File: config.mk
export PLATFORM = sky130hd
export DESIGN_NAME = sequence_reorder_buffer_flat
export DESIGN_NICKNAME = d
export VERILOG_FILES = /design/src/sro_pkg.sv /design/src/sro_if.sv /design/src/sro_cmp.sv /design/src/sro_store.sv /design/src/sequence_reorder_buffer.sv /design/src/flat_wrapper.sv
export SDC_FILE = /design/constraint.sdc
export NUM_CORES = 1
export LEC_CHECK = 0
export BUFFER_PORTS_ARGS = -buffer_cell sky130_fd_sc_hd__buf_4
export CAP_MARGIN = 5
export CORE_AREA = 2 2 303 305
export DETAILED_ROUTE_END_ITERATION = 6
export DIE_AREA = 0 0 305 307
export PLACE_DENSITY = 0.64
export SLEW_MARGIN = 15
export SYNTH_ARGS = -nofsm -noshare
export SYNTH_HDL_FRONTEND = slang
export SYNTH_SLANG_ARGS = --single-unit
File: constraint.sdc
create_clock -name clk_i -period 14.8 [get_ports clk_i]
set_input_delay 3.7 -clock clk_i [delete_from_list [all_inputs] [get_ports clk_i]]
set_output_delay 3.7 -clock clk_i [all_outputs]
set_load 0.01 [all_outputs]
File: src/sro_pkg.sv
// Shared types and constants for the sequence reorder buffer.
// No dependencies; every other file imports this package.
package sro_pkg;

  localparam int unsigned DepthDefault = 16;
  localparam int unsigned SeqW         = 31;
  localparam int unsigned TagW         = 16;
  localparam int unsigned NumW         = 32;
  localparam int unsigned OccW         = 5;

  localparam logic signed [NumW-1:0] NoneNum = -32'sd1;

  typedef enum logic [1:0] {
    CMD_RECEIVE = 2'd0,
    CMD_POP     = 2'd1,
    CMD_CLEAR   = 2'd2
  } cmd_e;

  typedef enum logic [2:0] {
    ST_INSERTED  = 3'd0,
    ST_DUPLICATE = 3'd1,
    ST_FULL      = 3'd2,
    ST_RELEASED  = 3'd3,
    ST_NOT_READY = 3'd4,
    ST_CLEARED   = 3'd5
  } status_e;

  typedef enum logic [2:0] {
    S_IDLE,
    S_SCAN,
    S_SHIFT,
    S_INSERT,
    S_WALK_RD,
    S_WALK,
    S_POP,
    S_HEAD
  } state_e;

  typedef struct packed {
    logic [SeqW-1:0] seq;
    logic [TagW-1:0] tag;
  } entry_t;

endpackage

File: src/sro_if.sv
// Valid/ready channel interfaces for the reorder buffer command and result beats.
// Depends on sro_pkg for field widths.
interface sro_in_if import sro_pkg::*; ();
  logic                   valid;
  logic                   ready;
  logic [1:0]             command;
  logic [SeqW-1:0]        seq_number;
  logic [TagW-1:0]        payload_tag;
  logic signed [NumW-1:0] last_processed;

  modport source (output valid, command, seq_number, payload_tag, last_processed,
                  input ready);
  modport sink   (input valid, command, seq_number, payload_tag, last_processed,
                  output ready);
endinterface

interface sro_out_if import sro_pkg::*; ();
  logic                   valid;
  logic                   ready;
  logic [2:0]             status;
  logic [SeqW-1:0]        out_seq;
  logic [TagW-1:0]        out_tag;
  logic signed [NumW-1:0] head_seq;
  logic signed [NumW-1:0] contiguous_seq;
  logic [OccW-1:0]        occupancy;

  modport source (output valid, status, out_seq, out_tag, head_seq, contiguous_seq,
                  occupancy, input ready);
  modport sink   (input valid, status, out_seq, out_tag, head_seq, contiguous_seq,
                  occupancy, output ready);
endinterface

File: src/sro_cmp.sv
// Shared comparator: unsigned sequence number against a signed 33-bit operand.
// Depends on sro_pkg for widths.
module sro_cmp import sro_pkg::*; (
  input  logic [SeqW-1:0]      a_i,
  input  logic signed [NumW:0] b_i,
  output logic                 gt_o,
  output logic                 eq_o
);

  logic signed [NumW:0] a_ext;

  // Zero-extend into the signed compare domain
  assign a_ext = $signed({2'b00, a_i});
  assign gt_o  = (a_ext > b_i);
  assign eq_o  = (a_ext == b_i);

endmodule

File: src/sro_store.sv
// Circular message store: one write port, one registered read port, logical indexing
// from a head base that advances on pop. Depends on sro_pkg for the entry type.
module sro_store import sro_pkg::*; #(
  parameter int unsigned DEPTH = DepthDefault,
  localparam int unsigned IW   = $clog2(DEPTH)
) (
  input  logic          clk_i,
  input  logic          rst_ni,
  input  logic [IW-1:0] rd_idx_i,
  input  logic          wr_en_i,
  input  logic [IW-1:0] wr_idx_i,
  input  entry_t        wr_entry_i,
  input  logic          advance_i,
  output entry_t        rd_entry_o
);

  localparam logic [IW:0] DepthVal = (IW+1)'(DEPTH);

  entry_t        mem [DEPTH];
  entry_t        rd_q;
  logic [IW-1:0] base_q, base_d;
  logic [IW-1:0] rd_phys, wr_phys;

  // Map a logical slot onto the ring
  function automatic logic [IW-1:0] wrap_add(input logic [IW-1:0] base,
                                             input logic [IW-1:0] idx);
    logic [IW:0] sum;
    sum = {1'b0, base} + {1'b0, idx};
    if (sum >= DepthVal) begin
      sum = sum - DepthVal;
    end
    return sum[IW-1:0];
  endfunction

  // Advance the head on a released beat
  assign base_d  = advance_i ? wrap_add(base_q, IW'(1)) : base_q;
  assign rd_phys = wrap_add(base_d, rd_idx_i);
  assign wr_phys = wrap_add(base_q, wr_idx_i);

  always_ff @(posedge clk_i or negedge rst_ni) begin
    if (!rst_ni) begin
      base_q <= '0;
    end else begin
      base_q <= base_d;
    end
  end

  // Write and registered read
  always_ff @(posedge clk_i) begin
    if (wr_en_i) begin
      mem[wr_phys] <= wr_entry_i;
    end
    rd_q <= mem[rd_phys];
  end

  assign rd_entry_o = rd_q;

endmodule

File: src/sequence_reorder_buffer.sv
// Top level of the sequence reorder buffer: sequencer, counters and output register.
// Depends on sro_pkg, sro_if, sro_cmp and sro_store.
//
//  channel | dir | handshake     | payload
//  in_i    | in  | valid/ready   | command, seq_number, payload_tag, last_processed
//  out_o   | out | valid/ready   | status, out_seq, out_tag, head_seq,
//          |     |               | contiguous_seq, occupancy
//
// One command at a time; in_i.ready is high only while the sequencer is idle.
// A receive scans down, shifts entries up where needed and walks the contiguity,
// all through one comparator and one store read port.
// Reset sets the buffer empty and the contiguous number to none at once.
// A result held in the output register stalls the sequencer only at its last step.
module sequence_reorder_buffer import sro_pkg::*; #(
  parameter int unsigned DEPTH = DepthDefault
) (
  input  logic clk_i,
  input  logic rst_ni,
  sro_in_if.sink    in_i,
  sro_out_if.source out_o
);

  localparam int unsigned IW = $clog2(DEPTH);
  localparam int unsigned CW = $clog2(DEPTH + 1);
  localparam logic [CW-1:0] DepthCnt = CW'(DEPTH);

  state_e                 state_q, state_d;
  logic [CW-1:0]          count_q, count_d;
  logic signed [NumW-1:0] contig_q, contig_d;
  logic [IW-1:0]          idx_q, idx_d;
  logic [CW-1:0]          pos_q, pos_d;
  logic [SeqW-1:0]        seq_q, seq_d;
  logic [TagW-1:0]        tag_q, tag_d;
  logic signed [NumW-1:0] lp_q, lp_d;
  status_e                status_q, status_d;
  logic [SeqW-1:0]        oseq_q, oseq_d;
  logic [TagW-1:0]        otag_q, otag_d;

  logic                   ov_q, ov_d;
  status_e                o_status_q, o_status_d;
  logic [SeqW-1:0]        o_seq_q, o_seq_d;
  logic [TagW-1:0]        o_tag_q, o_tag_d;
  logic signed [NumW-1:0] o_head_q, o_head_d;
  logic signed [NumW-1:0] o_contig_q, o_contig_d;
  logic [OccW-1:0]        o_occ_q, o_occ_d;

  logic                   wr_en, advance;
  logic [IW-1:0]          wr_idx;
  entry_t                 wr_entry, rd_entry;
  logic [SeqW-1:0]        cmp_a;
  logic signed [NumW:0]   cmp_b;
  logic                   cmp_gt, cmp_eq;
  logic                   in_ready;

  logic [CW-1:0]          idx_ext, cnt_m1, scan_pos;
  logic [IW-1:0]          last_idx;
  logic signed [NumW:0]   contig_ext, lp_ext;
  logic                   scan_done, scan_dup;
  logic [CW+OccW-1:0]     occ_wide;

  sro_store #(.DEPTH(DEPTH)) u_store (
    .clk_i      (clk_i),
    .rst_ni     (rst_ni),
    .rd_idx_i   (idx_d),
    .wr_en_i    (wr_en),
    .wr_idx_i   (wr_idx),
    .wr_entry_i (wr_entry),
    .advance_i  (advance),
    .rd_entry_o (rd_entry)
  );

  sro_cmp u_cmp (
    .a_i  (cmp_a),
    .b_i  (cmp_b),
    .gt_o (cmp_gt),
    .eq_o (cmp_eq)
  );

  assign idx_ext    = CW'(idx_q);
  assign cnt_m1     = count_q - CW'(1);
  assign last_idx   = cnt_m1[IW-1:0];
  assign contig_ext = {contig_q[NumW-1], contig_q};
  assign lp_ext     = {lp_q[NumW-1], lp_q};

  // Scan ends at the first held number not above the new one, or at the head
  assign scan_done = !cmp_gt || (idx_q == '0);
  assign scan_pos  = cmp_gt ? '0 : idx_ext + CW'(1);
  assign scan_dup  = !cmp_gt && cmp_eq;

  // Route operands to the shared comparator
  always_comb begin
    cmp_a = (state_q == S_IDLE) ? in_i.seq_number : rd_entry.seq;
    unique case (state_q)
      S_IDLE:  cmp_b = contig_ext;
      S_SCAN:  cmp_b = {2'b00, seq_q};
      S_WALK:  cmp_b = contig_ext + (NumW+1)'(1);
      S_POP:   cmp_b = lp_ext + (NumW+1)'(1);
      default: cmp_b = '0;
    endcase
  end

  // Sequencer: next state, store control and result assembly
  always_comb begin
    state_d    = state_q;
    count_d    = count_q;
    contig_d   = contig_q;
    idx_d      = idx_q;
    pos_d      = pos_q;
    seq_d      = seq_q;
    tag_d      = tag_q;
    lp_d       = lp_q;
    status_d   = status_q;
    oseq_d     = oseq_q;
    otag_d     = otag_q;
    ov_d       = ov_q && !out_o.ready;
    o_status_d = o_status_q;
    o_seq_d    = o_seq_q;
    o_tag_d    = o_tag_q;
    o_head_d   = o_head_q;
    o_contig_d = o_contig_q;
    o_occ_d    = o_occ_q;
    wr_en      = 1'b0;
    wr_idx     = idx_q + IW'(1);
    wr_entry   = rd_entry;
    advance    = 1'b0;
    in_ready   = 1'b0;

    unique case (state_q)
      S_IDLE: begin
        in_ready = 1'b1;
        if (in_i.valid) begin
          seq_d  = in_i.seq_number;
          tag_d  = in_i.payload_tag;
          lp_d   = in_i.last_processed;
          oseq_d = '0;
          otag_d = '0;
          idx_d  = '0;
          unique case (in_i.command)
            CMD_RECEIVE: begin
              if (!cmp_gt) begin
                // at or below the contiguous number: stale
                status_d = ST_DUPLICATE;
                state_d  = S_HEAD;
              end else if (count_q == '0) begin
                pos_d   = '0;
                state_d = S_INSERT;
              end else begin
                idx_d   = last_idx;
                state_d = S_SCAN;
              end
            end
            CMD_POP: begin
              if (count_q == '0) begin
                status_d = ST_NOT_READY;
                state_d  = S_HEAD;
              end else begin
                state_d = S_POP;
              end
            end
            CMD_CLEAR: begin
              contig_d = NoneNum;
              status_d = ST_CLEARED;
              state_d  = S_HEAD;
            end
            default: begin
              status_d = ST_NOT_READY;
              state_d  = S_HEAD;
            end
          endcase
        end
      end

      S_SCAN: begin
        if (!scan_done) begin
          idx_d = idx_q - IW'(1);
        end else begin
          pos_d = scan_pos;
          if (scan_dup) begin
            status_d = ST_DUPLICATE;
            idx_d    = '0;
            state_d  = S_WALK;
          end else if (count_q == DepthCnt) begin
            status_d = ST_FULL;
            idx_d    = '0;
            state_d  = S_WALK;
          end else if (scan_pos == count_q) begin
            state_d = S_INSERT;
          end else begin
            idx_d   = last_idx;
            state_d = S_SHIFT;
          end
        end
      end

      S_SHIFT: begin
        // move one entry up a slot, tail first
        wr_en    = 1'b1;
        wr_idx   = idx_q + IW'(1);
        wr_entry = rd_entry;
        if (idx_ext == pos_q) begin
          state_d = S_INSERT;
        end else begin
          idx_d = idx_q - IW'(1);
        end
      end

      S_INSERT: begin
        wr_en    = 1'b1;
        wr_idx   = pos_q[IW-1:0];
        wr_entry = '{seq: seq_q, tag: tag_q};
        count_d  = count_q + CW'(1);
        status_d = ST_INSERTED;
        idx_d    = '0;
        state_d  = S_WALK_RD;
      end

      S_WALK_RD: begin
        idx_d   = '0;
        state_d = S_WALK;
      end

      S_WALK: begin
        // advance the contiguous number while no gap shows
        if (cmp_gt) begin
          idx_d   = '0;
          state_d = S_HEAD;
        end else begin
          contig_d = $signed({1'b0, rd_entry.seq});
          if (idx_ext + CW'(1) == count_q) begin
            idx_d   = '0;
            state_d = S_HEAD;
          end else begin
            idx_d = idx_q + IW'(1);
          end
        end
      end

      S_POP: begin
        if (cmp_eq) begin
          oseq_d   = rd_entry.seq;
          otag_d   = rd_entry.tag;
          advance  = 1'b1;
          count_d  = cnt_m1;
          status_d = ST_RELEASED;
        end else begin
          status_d = ST_NOT_READY;
        end
        idx_d   = '0;
        state_d = S_HEAD;
      end

      S_HEAD: begin
        // head entry is on the read port; load the result when the slot frees
        idx_d = '0;
        if (!ov_q || out_o.ready) begin
          ov_d       = 1'b1;
          o_status_d = status_q;
          o_seq_d    = oseq_q;
          o_tag_d    = otag_q;
          o_head_d   = (count_q != '0) ? $signed({1'b0, rd_entry.seq}) : NoneNum;
          o_contig_d = contig_q;
          o_occ_d    = occ_wide[OccW-1:0];
          state_d    = S_IDLE;
        end
      end

      default: state_d = S_IDLE;
    endcase
  end

  assign occ_wide = {{OccW{1'b0}}, count_q};

  // Control state
  always_ff @(posedge clk_i or negedge rst_ni) begin
    if (!rst_ni) begin
      state_q  <= S_IDLE;
      count_q  <= '0;
      contig_q <= NoneNum;
      ov_q     <= 1'b0;
    end else begin
      state_q  <= state_d;
      count_q  <= count_d;
      contig_q <= contig_d;
      ov_q     <= ov_d;
    end
  end

  // Working and result payload
  always_ff @(posedge clk_i) begin
    idx_q      <= idx_d;
    pos_q      <= pos_d;
    seq_q      <= seq_d;
    tag_q      <= tag_d;
    lp_q       <= lp_d;
    status_q   <= status_d;
    oseq_q     <= oseq_d;
    otag_q     <= otag_d;
    o_status_q <= o_status_d;
    o_seq_q    <= o_seq_d;
    o_tag_q    <= o_tag_d;
    o_head_q   <= o_head_d;
    o_contig_q <= o_contig_d;
    o_occ_q    <= o_occ_d;
  end

  assign in_i.ready           = in_ready;
  assign out_o.valid          = ov_q;
  assign out_o.status         = o_status_q;
  assign out_o.out_seq        = o_seq_q;
  assign out_o.out_tag        = o_tag_q;
  assign out_o.head_seq       = o_head_q;
  assign out_o.contiguous_seq = o_contig_q;
  assign out_o.occupancy      = o_occ_q;

endmodule

File: src/flat_wrapper.sv
// flat-port wrapper written by rule: the top's interface ports become plain ports
module sequence_reorder_buffer_flat import sro_pkg::*;
#(
  parameter int unsigned DEPTH = DepthDefault
)
  (clk_i, rst_ni, in_i_valid, in_i_command, in_i_seq_number, in_i_payload_tag, in_i_last_processed, in_i_ready, out_o_valid, out_o_status, out_o_out_seq, out_o_out_tag, out_o_head_seq, out_o_contiguous_seq, out_o_occupancy, out_o_ready);
  sro_in_if in_i_i ();
  sro_out_if out_o_i ();
  input  logic clk_i;
  input  logic rst_ni;
  input wire logic [$bits(in_i_i.valid)-1:0] in_i_valid;
  input wire logic [$bits(in_i_i.command)-1:0] in_i_command;
  input wire logic [$bits(in_i_i.seq_number)-1:0] in_i_seq_number;
  input wire logic [$bits(in_i_i.payload_tag)-1:0] in_i_payload_tag;
  input wire logic [$bits(in_i_i.last_processed)-1:0] in_i_last_processed;
  output wire logic [$bits(in_i_i.ready)-1:0] in_i_ready;
  output wire logic [$bits(out_o_i.valid)-1:0] out_o_valid;
  output wire logic [$bits(out_o_i.status)-1:0] out_o_status;
  output wire logic [$bits(out_o_i.out_seq)-1:0] out_o_out_seq;
  output wire logic [$bits(out_o_i.out_tag)-1:0] out_o_out_tag;
  output wire logic [$bits(out_o_i.head_seq)-1:0] out_o_head_seq;
  output wire logic [$bits(out_o_i.contiguous_seq)-1:0] out_o_contiguous_seq;
  output wire logic [$bits(out_o_i.occupancy)-1:0] out_o_occupancy;
  input wire logic [$bits(out_o_i.ready)-1:0] out_o_ready;
  assign in_i_i.valid = in_i_valid;
  assign in_i_i.command = in_i_command;
  assign in_i_i.seq_number = in_i_seq_number;
  assign in_i_i.payload_tag = in_i_payload_tag;
  assign in_i_i.last_processed = in_i_last_processed;
  assign in_i_ready = in_i_i.ready;
  assign out_o_valid = out_o_i.valid;
  assign out_o_status = out_o_i.status;
  assign out_o_out_seq = out_o_i.out_seq;
  assign out_o_out_tag = out_o_i.out_tag;
  assign out_o_head_seq = out_o_i.head_seq;
  assign out_o_contiguous_seq = out_o_i.contiguous_seq;
  assign out_o_occupancy = out_o_i.occupancy;
  assign out_o_i.ready = out_o_ready;
  sequence_reorder_buffer #(.DEPTH(DEPTH)) u_core (.clk_i(clk_i), .rst_ni(rst_ni), .in_i(in_i_i), .out_o(out_o_i));
endmodule
==> impl_metrics.json, run 1 <==
{
  "multiInputGateArea_mm2": 0.0120,
  "wl_mm": 114,
  "syn_avg_cell_area_um2": 17.2,
  "hold_violations": 0,
  "yosysWarnings": 0,
  "ys_ff_latch": 1101,
  "num_vias": 24500,
  "synth_edf_count": 1005,
  "via_per_inst": 5.96,
  "cap_violations": 0,
  "status": "completed",
  "cts_tree": "yes",
  "yosys-top-cells-area": "edfxtp_1, mux4_2, mux2i_1",
  "grt_max_degree": 149,
  "setup_viol": 0,
  "max_stage_delay_ns": 1.26,
  "synth_top_family_by_area": "multiplexers",
  "h-tree-depth": 3,
  "cts_setup_buffers": 0,
  "holdCritPathClass": "flop to flop",
  "drt-pass1-iter-count": 6,
  "syn_area_mm2": 0.0447,
  "drt-initial-drc-count": 2697,
  "clkSinkCount": 1101,
  "rsz0062_at_grt": "false",
  "syn-num-nets": 2729,
  "ant_nets": 0,
  "n_fill_cell": 6861,
  "period_share_pct": 71.5,
  "r2r_slack_ns": 4.22,
  "ioPinCount": 206,
  "cts_inserted_buffers": 110,
  "postCtsHoldBufs": 0,
  "tightest_slew_ns": 1.11,
  "final_max_slew_viol_count": 0,
  "crit_slowest_cell": "fa_4",
  "gp_congestion": 0.923,
  "grtUsageTotal_pct": 24.3,
  "antenna_found_initial": 6,
  "insertion_delay_ns": 0.69,
  "die_area_mm2": 0.0936,
  "drc": 0,
  "worstPathMaxFanout": 148,
  "die_h_um": 307,
  "maxSlewHeadroom_pct": 26.2,
  "grt_pass1_vias": 25100,
  "min_path_cells": 0,
  "synth_top_area_cell": "edfxtp_1",
  "r2r-end": "u_core.u_store.rd_entry_o[45]",
  "clock_path_buffers": 3,
  "synthSimpleGateAreaFrac_pct": 6.57,
  "drive_above_1_share_pct": 25.4,
  "clock_skew_ns": 0.0271,
  "path_class": "flop to flop",
  "crit_arrival_ns": 11.15,
  "worstHoldStart": "u_core.oseq_q[13]",
  "core_mm2": 0.0907,
  "endpoint_kind": "flop",
  "yosys_most_used_dff": "edfxtp_1",
  "syn_to_final_growth_pct": 15.2,
  "start_util_pct": 49.3,
  "max_freq_mhz": 94.6,
  "async_flop_share_pct": 4.09,
  "synth-compound-area-share_pct": 2.95,
  "grt_first_pass_wirelength_mm": 167,
  "regArea_mm2": 0.0324,
  "num_rows": 111,
  "port_buffers": 205,
  "period_needed_ns": 10.58,
  "yosysSeqAreaShare_pct": 72.4,
  "synth_top_area_share_pct": 67.5,
  "tns_ns": 0,
  "synth-adder-area-share_pct": 1.32,
  "synth.area.mux_share_pct": 14.3,
  "rr_startpoint": "u_core.state_q[1]",
  "ys_types": 70,
  "r2r_cells": 32,
  "cts-resized-gates": 0,
  "post_drt_wl_per_cell_um": 27.6,
  "gr-total-overflow": 0,
  "clk_pin_slew_ns": 0.06,
  "fin_util_pct": 56.8,
  "synth-xor-area-share_pct": 1.15,
  "start_kind": "flop",
  "min_to": "u_core.out_o.out_seq[13]",
  "nets": 2958,
  "cts-root-buf": "clkbuf_16",
  "place_hpwl_mm": 65.4,
  "synthCells": 2598,
  "worstPathRequired_ns": 15.38,
  "die_x_um": 305
}
==> cell type report <==
cell class              instances  area share (%)
diodes                          5          0.0243
multi-input cells            1345            23.2
clock buffers                 159            6.19
clock inverters                48            1.08
inverters                      24           0.180
repair buffers                245            3.62
well taps                    1186            2.88
flip-flops and latches       1101            62.8
==> cell families (layout without fill, tap and decap cells) <==
logic type	after synthesis	after routing
AND/OR/NAND/NOR	628	628
AO/OA/AOI/OAI	216	216
buffers and inverters	152	476
other	0	5
XOR/XNOR	57	57
adder cells (fa/ha/maj)	46	46
multiplexers	398	398
flip-flops	1101	1101
==> sequential cells by signal, indices dropped and copies added (netlist names), 31 cells and up <==
| name | count |
|---|---|
| u_core.contig_q | 32 |
| u_core.lp_q | 32 |
| u_core.oseq_q | 31 |
| u_core.out_o.contiguous_seq | 32 |
| u_core.out_o.head_seq | 32 |
| u_core.out_o.out_seq | 31 |
| u_core.seq_q | 31 |
| u_core.u_store.mem | 752 |
| u_core.u_store.rd_entry_o | 47 |
==> worst max path at each step <==
| stage | depth (start not counted) | endpoint | slack, ns | startpoint |
|---|---|---|---|---|
| global route | 30 | u_core.u_store.rd_entry_o[45] | 3.62 | u_core.state_q[1] |
| global placement | 24 | u_core.u_store.rd_entry_o[45] | 4.27 | in_i_seq_number[24] |
| detailed placement | 24 | u_core.u_store.rd_entry_o[45] | 4.19 | in_i_seq_number[6] |
| floorplan | 19 | u_core.u_store.rd_entry_o[41] | 6.20 | in_i_seq_number[10] |
| finish | 32 | u_core.u_store.rd_entry_o[45] | 4.22 | u_core.state_q[1] |
| CTS | 32 | u_core.u_store.rd_entry_o[45] | 4.33 | u_core.state_q[1] |
==> per-stage QoR <==
stage / std cells / hold slack, ns / instance area (um2) / setup slack, ns
after detailed placement: 3901 / 0.405 / 47800 / 4.19
after floorplan: 2598 / 0.400 / 44700 / 6.20
final: 4113 / 0.417 / 51500 / 4.22
after global placement: 3901 / 0.403 / 47800 / 4.27
after global routing: 4110 / 0.421 / 51500 / 3.62
after CTS: 4108 / 0.419 / 51500 / 4.33
==> Yosys cell counts, types with 4 or more instances <==
cell and number:
and3_1 10, nor2_1 134, buf_1 28, and4_1 4
nor4_1 7, a31oi_1 13, dfrtp_1 13, o21ai_0 78
nor3b_1 8, and3b_1 4, ha_1 44, xor2_1 18
dfstp_2 32, mux4_2 188, mux2i_1 176, a211oi_1 10
buf_6 6, clkbuf_1 92, or2_2 32, and2_1 54
nand2b_1 5, edfxtp_1 1005, xnor2_1 38, nand2_1 261
mux2_2 34, nand4_1 16, inv_1 24, dfxtp_1 51
a21o_1 7, a21oi_1 61, o31ai_1 5, nand3_1 42
nor3_1 29, nor2b_1 8
==> layer usage <==
| layer | vias up | track usage [%] | share of wire, % |
|---|---|---|---|
| li1 | 10600 | - | - |
| met1 | 12700 | 33.7 | 42 |
| met2 | 975 | 40.0 | 49 |
| met3 | 200 | 3.49 | 6.9 |
| met4 | 2 | 7.70 | 2.5 |
| met5 | - | 0 | 0.0070 |
==> layout by cell type, fill, tap and decap left out, types with 41 or more instances in the layout <==
cell       count
mux4_2       188
mux2i_1      176
and2_1        54
nor2_1       116
o21ai_0       78
nand2_1      260
a21oi_1       61
buf_4        243
nand3_1       41
ha_1          43
clkbuf_16    112
edfxtp_1    1005
dfxtp_1       51
==> worst max-delay path: cells and delay by family (launching register included) <==
| kind | cells | cell delay [ns] |
|---|---|---|
| xor+xnor | 1 | 0.18 |
| simple gates | 10 | 1.83 |
| compound gates | 12 | 3.35 |
| mux | 2 | 0.72 |
| flops | 1 | 0.59 |
| buf+inv | 4 | 1.87 |
| fa+ha+maj | 3 | 1.75 |
Power of run 1 is left out: the tool's default activity adds up to more than one toggle a clock period on the data nets, which glitch-free logic cannot reach.
==> inputs of run 2 (changes only) <==
--- a/config.mk
+++ b/config.mk
@@ -10,7 +10,7 @@
 export CORE_AREA = 2 2 303 305
 export DETAILED_ROUTE_END_ITERATION = 6
 export DIE_AREA = 0 0 305 307
-export PLACE_DENSITY = 0.64
+export PLACE_DENSITY = 0.67
 export SLEW_MARGIN = 15
 export SYNTH_ARGS = -nofsm -noshare
 export SYNTH_HDL_FRONTEND = slang
==> constraint.sdc (replaced) <==
create_clock -name clk_i -period 9.41 [get_ports clk_i]
set_input_delay 2.3525 -clock clk_i [delete_from_list [all_inputs] [get_ports clk_i]]
set_output_delay 2.3525 -clock clk_i [all_outputs]
set_load 0.01 [all_outputs]
==> run 2 against run 1 <==
Core utilization increased by 0.097 points. Critical path depth rose by 2. Cell area rose by 0.17%. Largest cell class unchanged. Worst setup slack worse by 4.0 ns. Count of clock-buffer cells in the layout decreased by 3. Via count grew 0.16%. Clock skew increased by 0.048 ns.
==> impl_metrics.json, run 2 (synthesis gave the netlist of run 1 again) <==
{
  "status": "completed",
  "r2r-end": "u_core.u_store.rd_entry_o[45]",
  "crit_arrival_ns": 9.79,
  "finalInstanceArea_mm2": 0.0516,
  "cap_violations": 0,
  "drt-pass1-iter-count": 7,
  "drt-initial-drc-count": 2490,
  "rr_startpoint": "u_core.state_q[2]",
  "grtUsageTotal_pct": 23.7,
  "crit_slowest_cell": "fa_4",
  "n_fill_cell": 6834,
  "clkSinkCount": 1101,
  "wl_mm": 112,
  "gr-total-overflow": 0,
  "crit_start": "u_core.state_q[2]",
  "max_freq_mhz": 109,
  "largest-register": "u_core.u_store.mem",
  "start_util_pct": 49.3,
  "maxSlewHeadroom_pct": 21.2,
  "h-tree-depth": 3,
  "die_h_um": 307,
  "nets": 2981,
  "worstPathRequired_ns": 10.02,
  "min_to": "u_core.out_o.status[2]",
  "core_mm2": 0.0907,
  "final_cell_mix": "edfxtp_1, nand2_1, buf_4",
  "clock_skew_ns": 0.0754,
  "hold_violations": 0,
  "syn_to_final_growth_pct": 15.4,
  "clk_pin_slew_ns": 0.06,
  "worstPathMaxFanout": 13,
  "insertion_delay_ns": 0.71,
  "final_cells": 4133,
  "num_vias": 24500,
  "min_path_cells": 0,
  "drive_above_1_share_pct": 25.6,
  "endpoint_kind": "flop",
  "multiInputGateArea_mm2": 0.0120,
  "grt_max_degree": 74,
  "max_stage_delay_ns": 1.08,
  "grt_pass1_vias": 24700,
  "clock_path_buffers": 3,
  "crit_top_cell": "nand2_1",
  "ioPinCount": 206,
  "place_hpwl_mm": 64.6,
  "port_buffers": 205,
  "via_per_inst": 5.94,
  "place_area_mm2": 0.0480,
  "gp_congestion": 0.914,
  "period_share_pct": 97.6,
  "tightest_slew_ns": 1.18,
  "antenna_found_initial": 2,
  "fin_util_pct": 56.9,
  "regArea_mm2": 0.0324,
  "die_area_mm2": 0.0936,
  "postCtsHoldBufs": 0,
  "final_max_slew_viol_count": 0,
  "period_needed_ns": 9.18,
  "holdCritPathClass": "flop to flop",
  "grt_first_pass_wirelength_mm": 163,
  "layout_commonest_cell": "edfxtp_1",
  "worstHoldStart": "u_core.status_q[2]",
  "setup_viol": 0,
  "ant_nets": 0,
  "num_rows": 111,
  "die_x_um": 305,
  "path_class": "flop to flop",
  "start_kind": "flop",
  "cts_inserted_buffers": 108,
  "drc": 0,
  "post_drt_wl_per_cell_um": 27.2,
  "r2r_slack_ns": 0.23,
  "cts-root-buf": "clkbuf_16",
  "r2r_cells": 34,
  "cts_tree": "yes",
  "largest_reg_flops": 752,
  "placedCellCount": 3919
}
[run 2: repair_timing]
| item | CTS | global route |
|---|---|---|
| hold endpoints to repair | 0 | 0 |
| setup endpoints to repair | 0 | 44 |
| resized for setup | 0 | 2 |
| setup buffers | 0 | 6 |
[run 2: worst max path at each step]
stage	to	slack [ns]
after CTS	u_core.u_store.rd_entry_o[45]	0.07
final	u_core.u_store.rd_entry_o[45]	0.23
after detailed placement	u_core.u_store.rd_entry_o[45]	0.16
after global placement	u_core.u_store.rd_entry_o[45]	0.30
after global routing	u_core.u_store.rd_entry_o[45]	-0.04
after floorplan	u_core.u_store.rd_entry_o[41]	0.99
[run 2: final cells by class]
class / instances / share of cell area (%)
sequential: 1101 / 62.7
multi-input combinational: 1346 / 23.2
clock buffer: 156 / 5.82
timing repair buffer: 269 / 4.24
tap: 1186 / 2.88
clock inverter: 48 / 0.962
inverter: 24 / 0.179
antenna: 3 / 0.0145
[run 2: critical path: cells and delay by family, from the launching register on]
kind                     cells  cell delay (ns)
AND/OR/NAND/NOR             11             2.16
buffers and inverters        4             0.50
adder cells (fa/ha/maj)      4             1.90
XOR/XNOR                     1             0.20
AO/OA/AOI/OAI               11             2.98
flip-flops                   1             0.56
multiplexers                 3             0.78
[run 2: layer usage]
metal | vias to the layer above | track usage (%) | part of all wire, %
li1 | 10600 | - | -
met1 | 12700 | 32.9 | 42
met2 | 981 | 39.0 | 48
met3 | 190 | 3.54 | 6.7
met4 | 0 | 7.40 | 2.7
met5 | - | 0 | 0
[run 2: stage by stage]
step / worst slack (ns) / TNS (ns) / hold slack, ns
floorplan: 0.995 / 0 / 0.400
global placement: 0.300 / 0 / 0.403
CTS: 0.0680 / 0 / 0.380
finish: 0.228 / 0 / 0.370
global route: -0.0443 / -0.0470 / 0.387
detailed placement: 0.155 / 0 / 0.405
Power of run 2 is left out for the same reason.
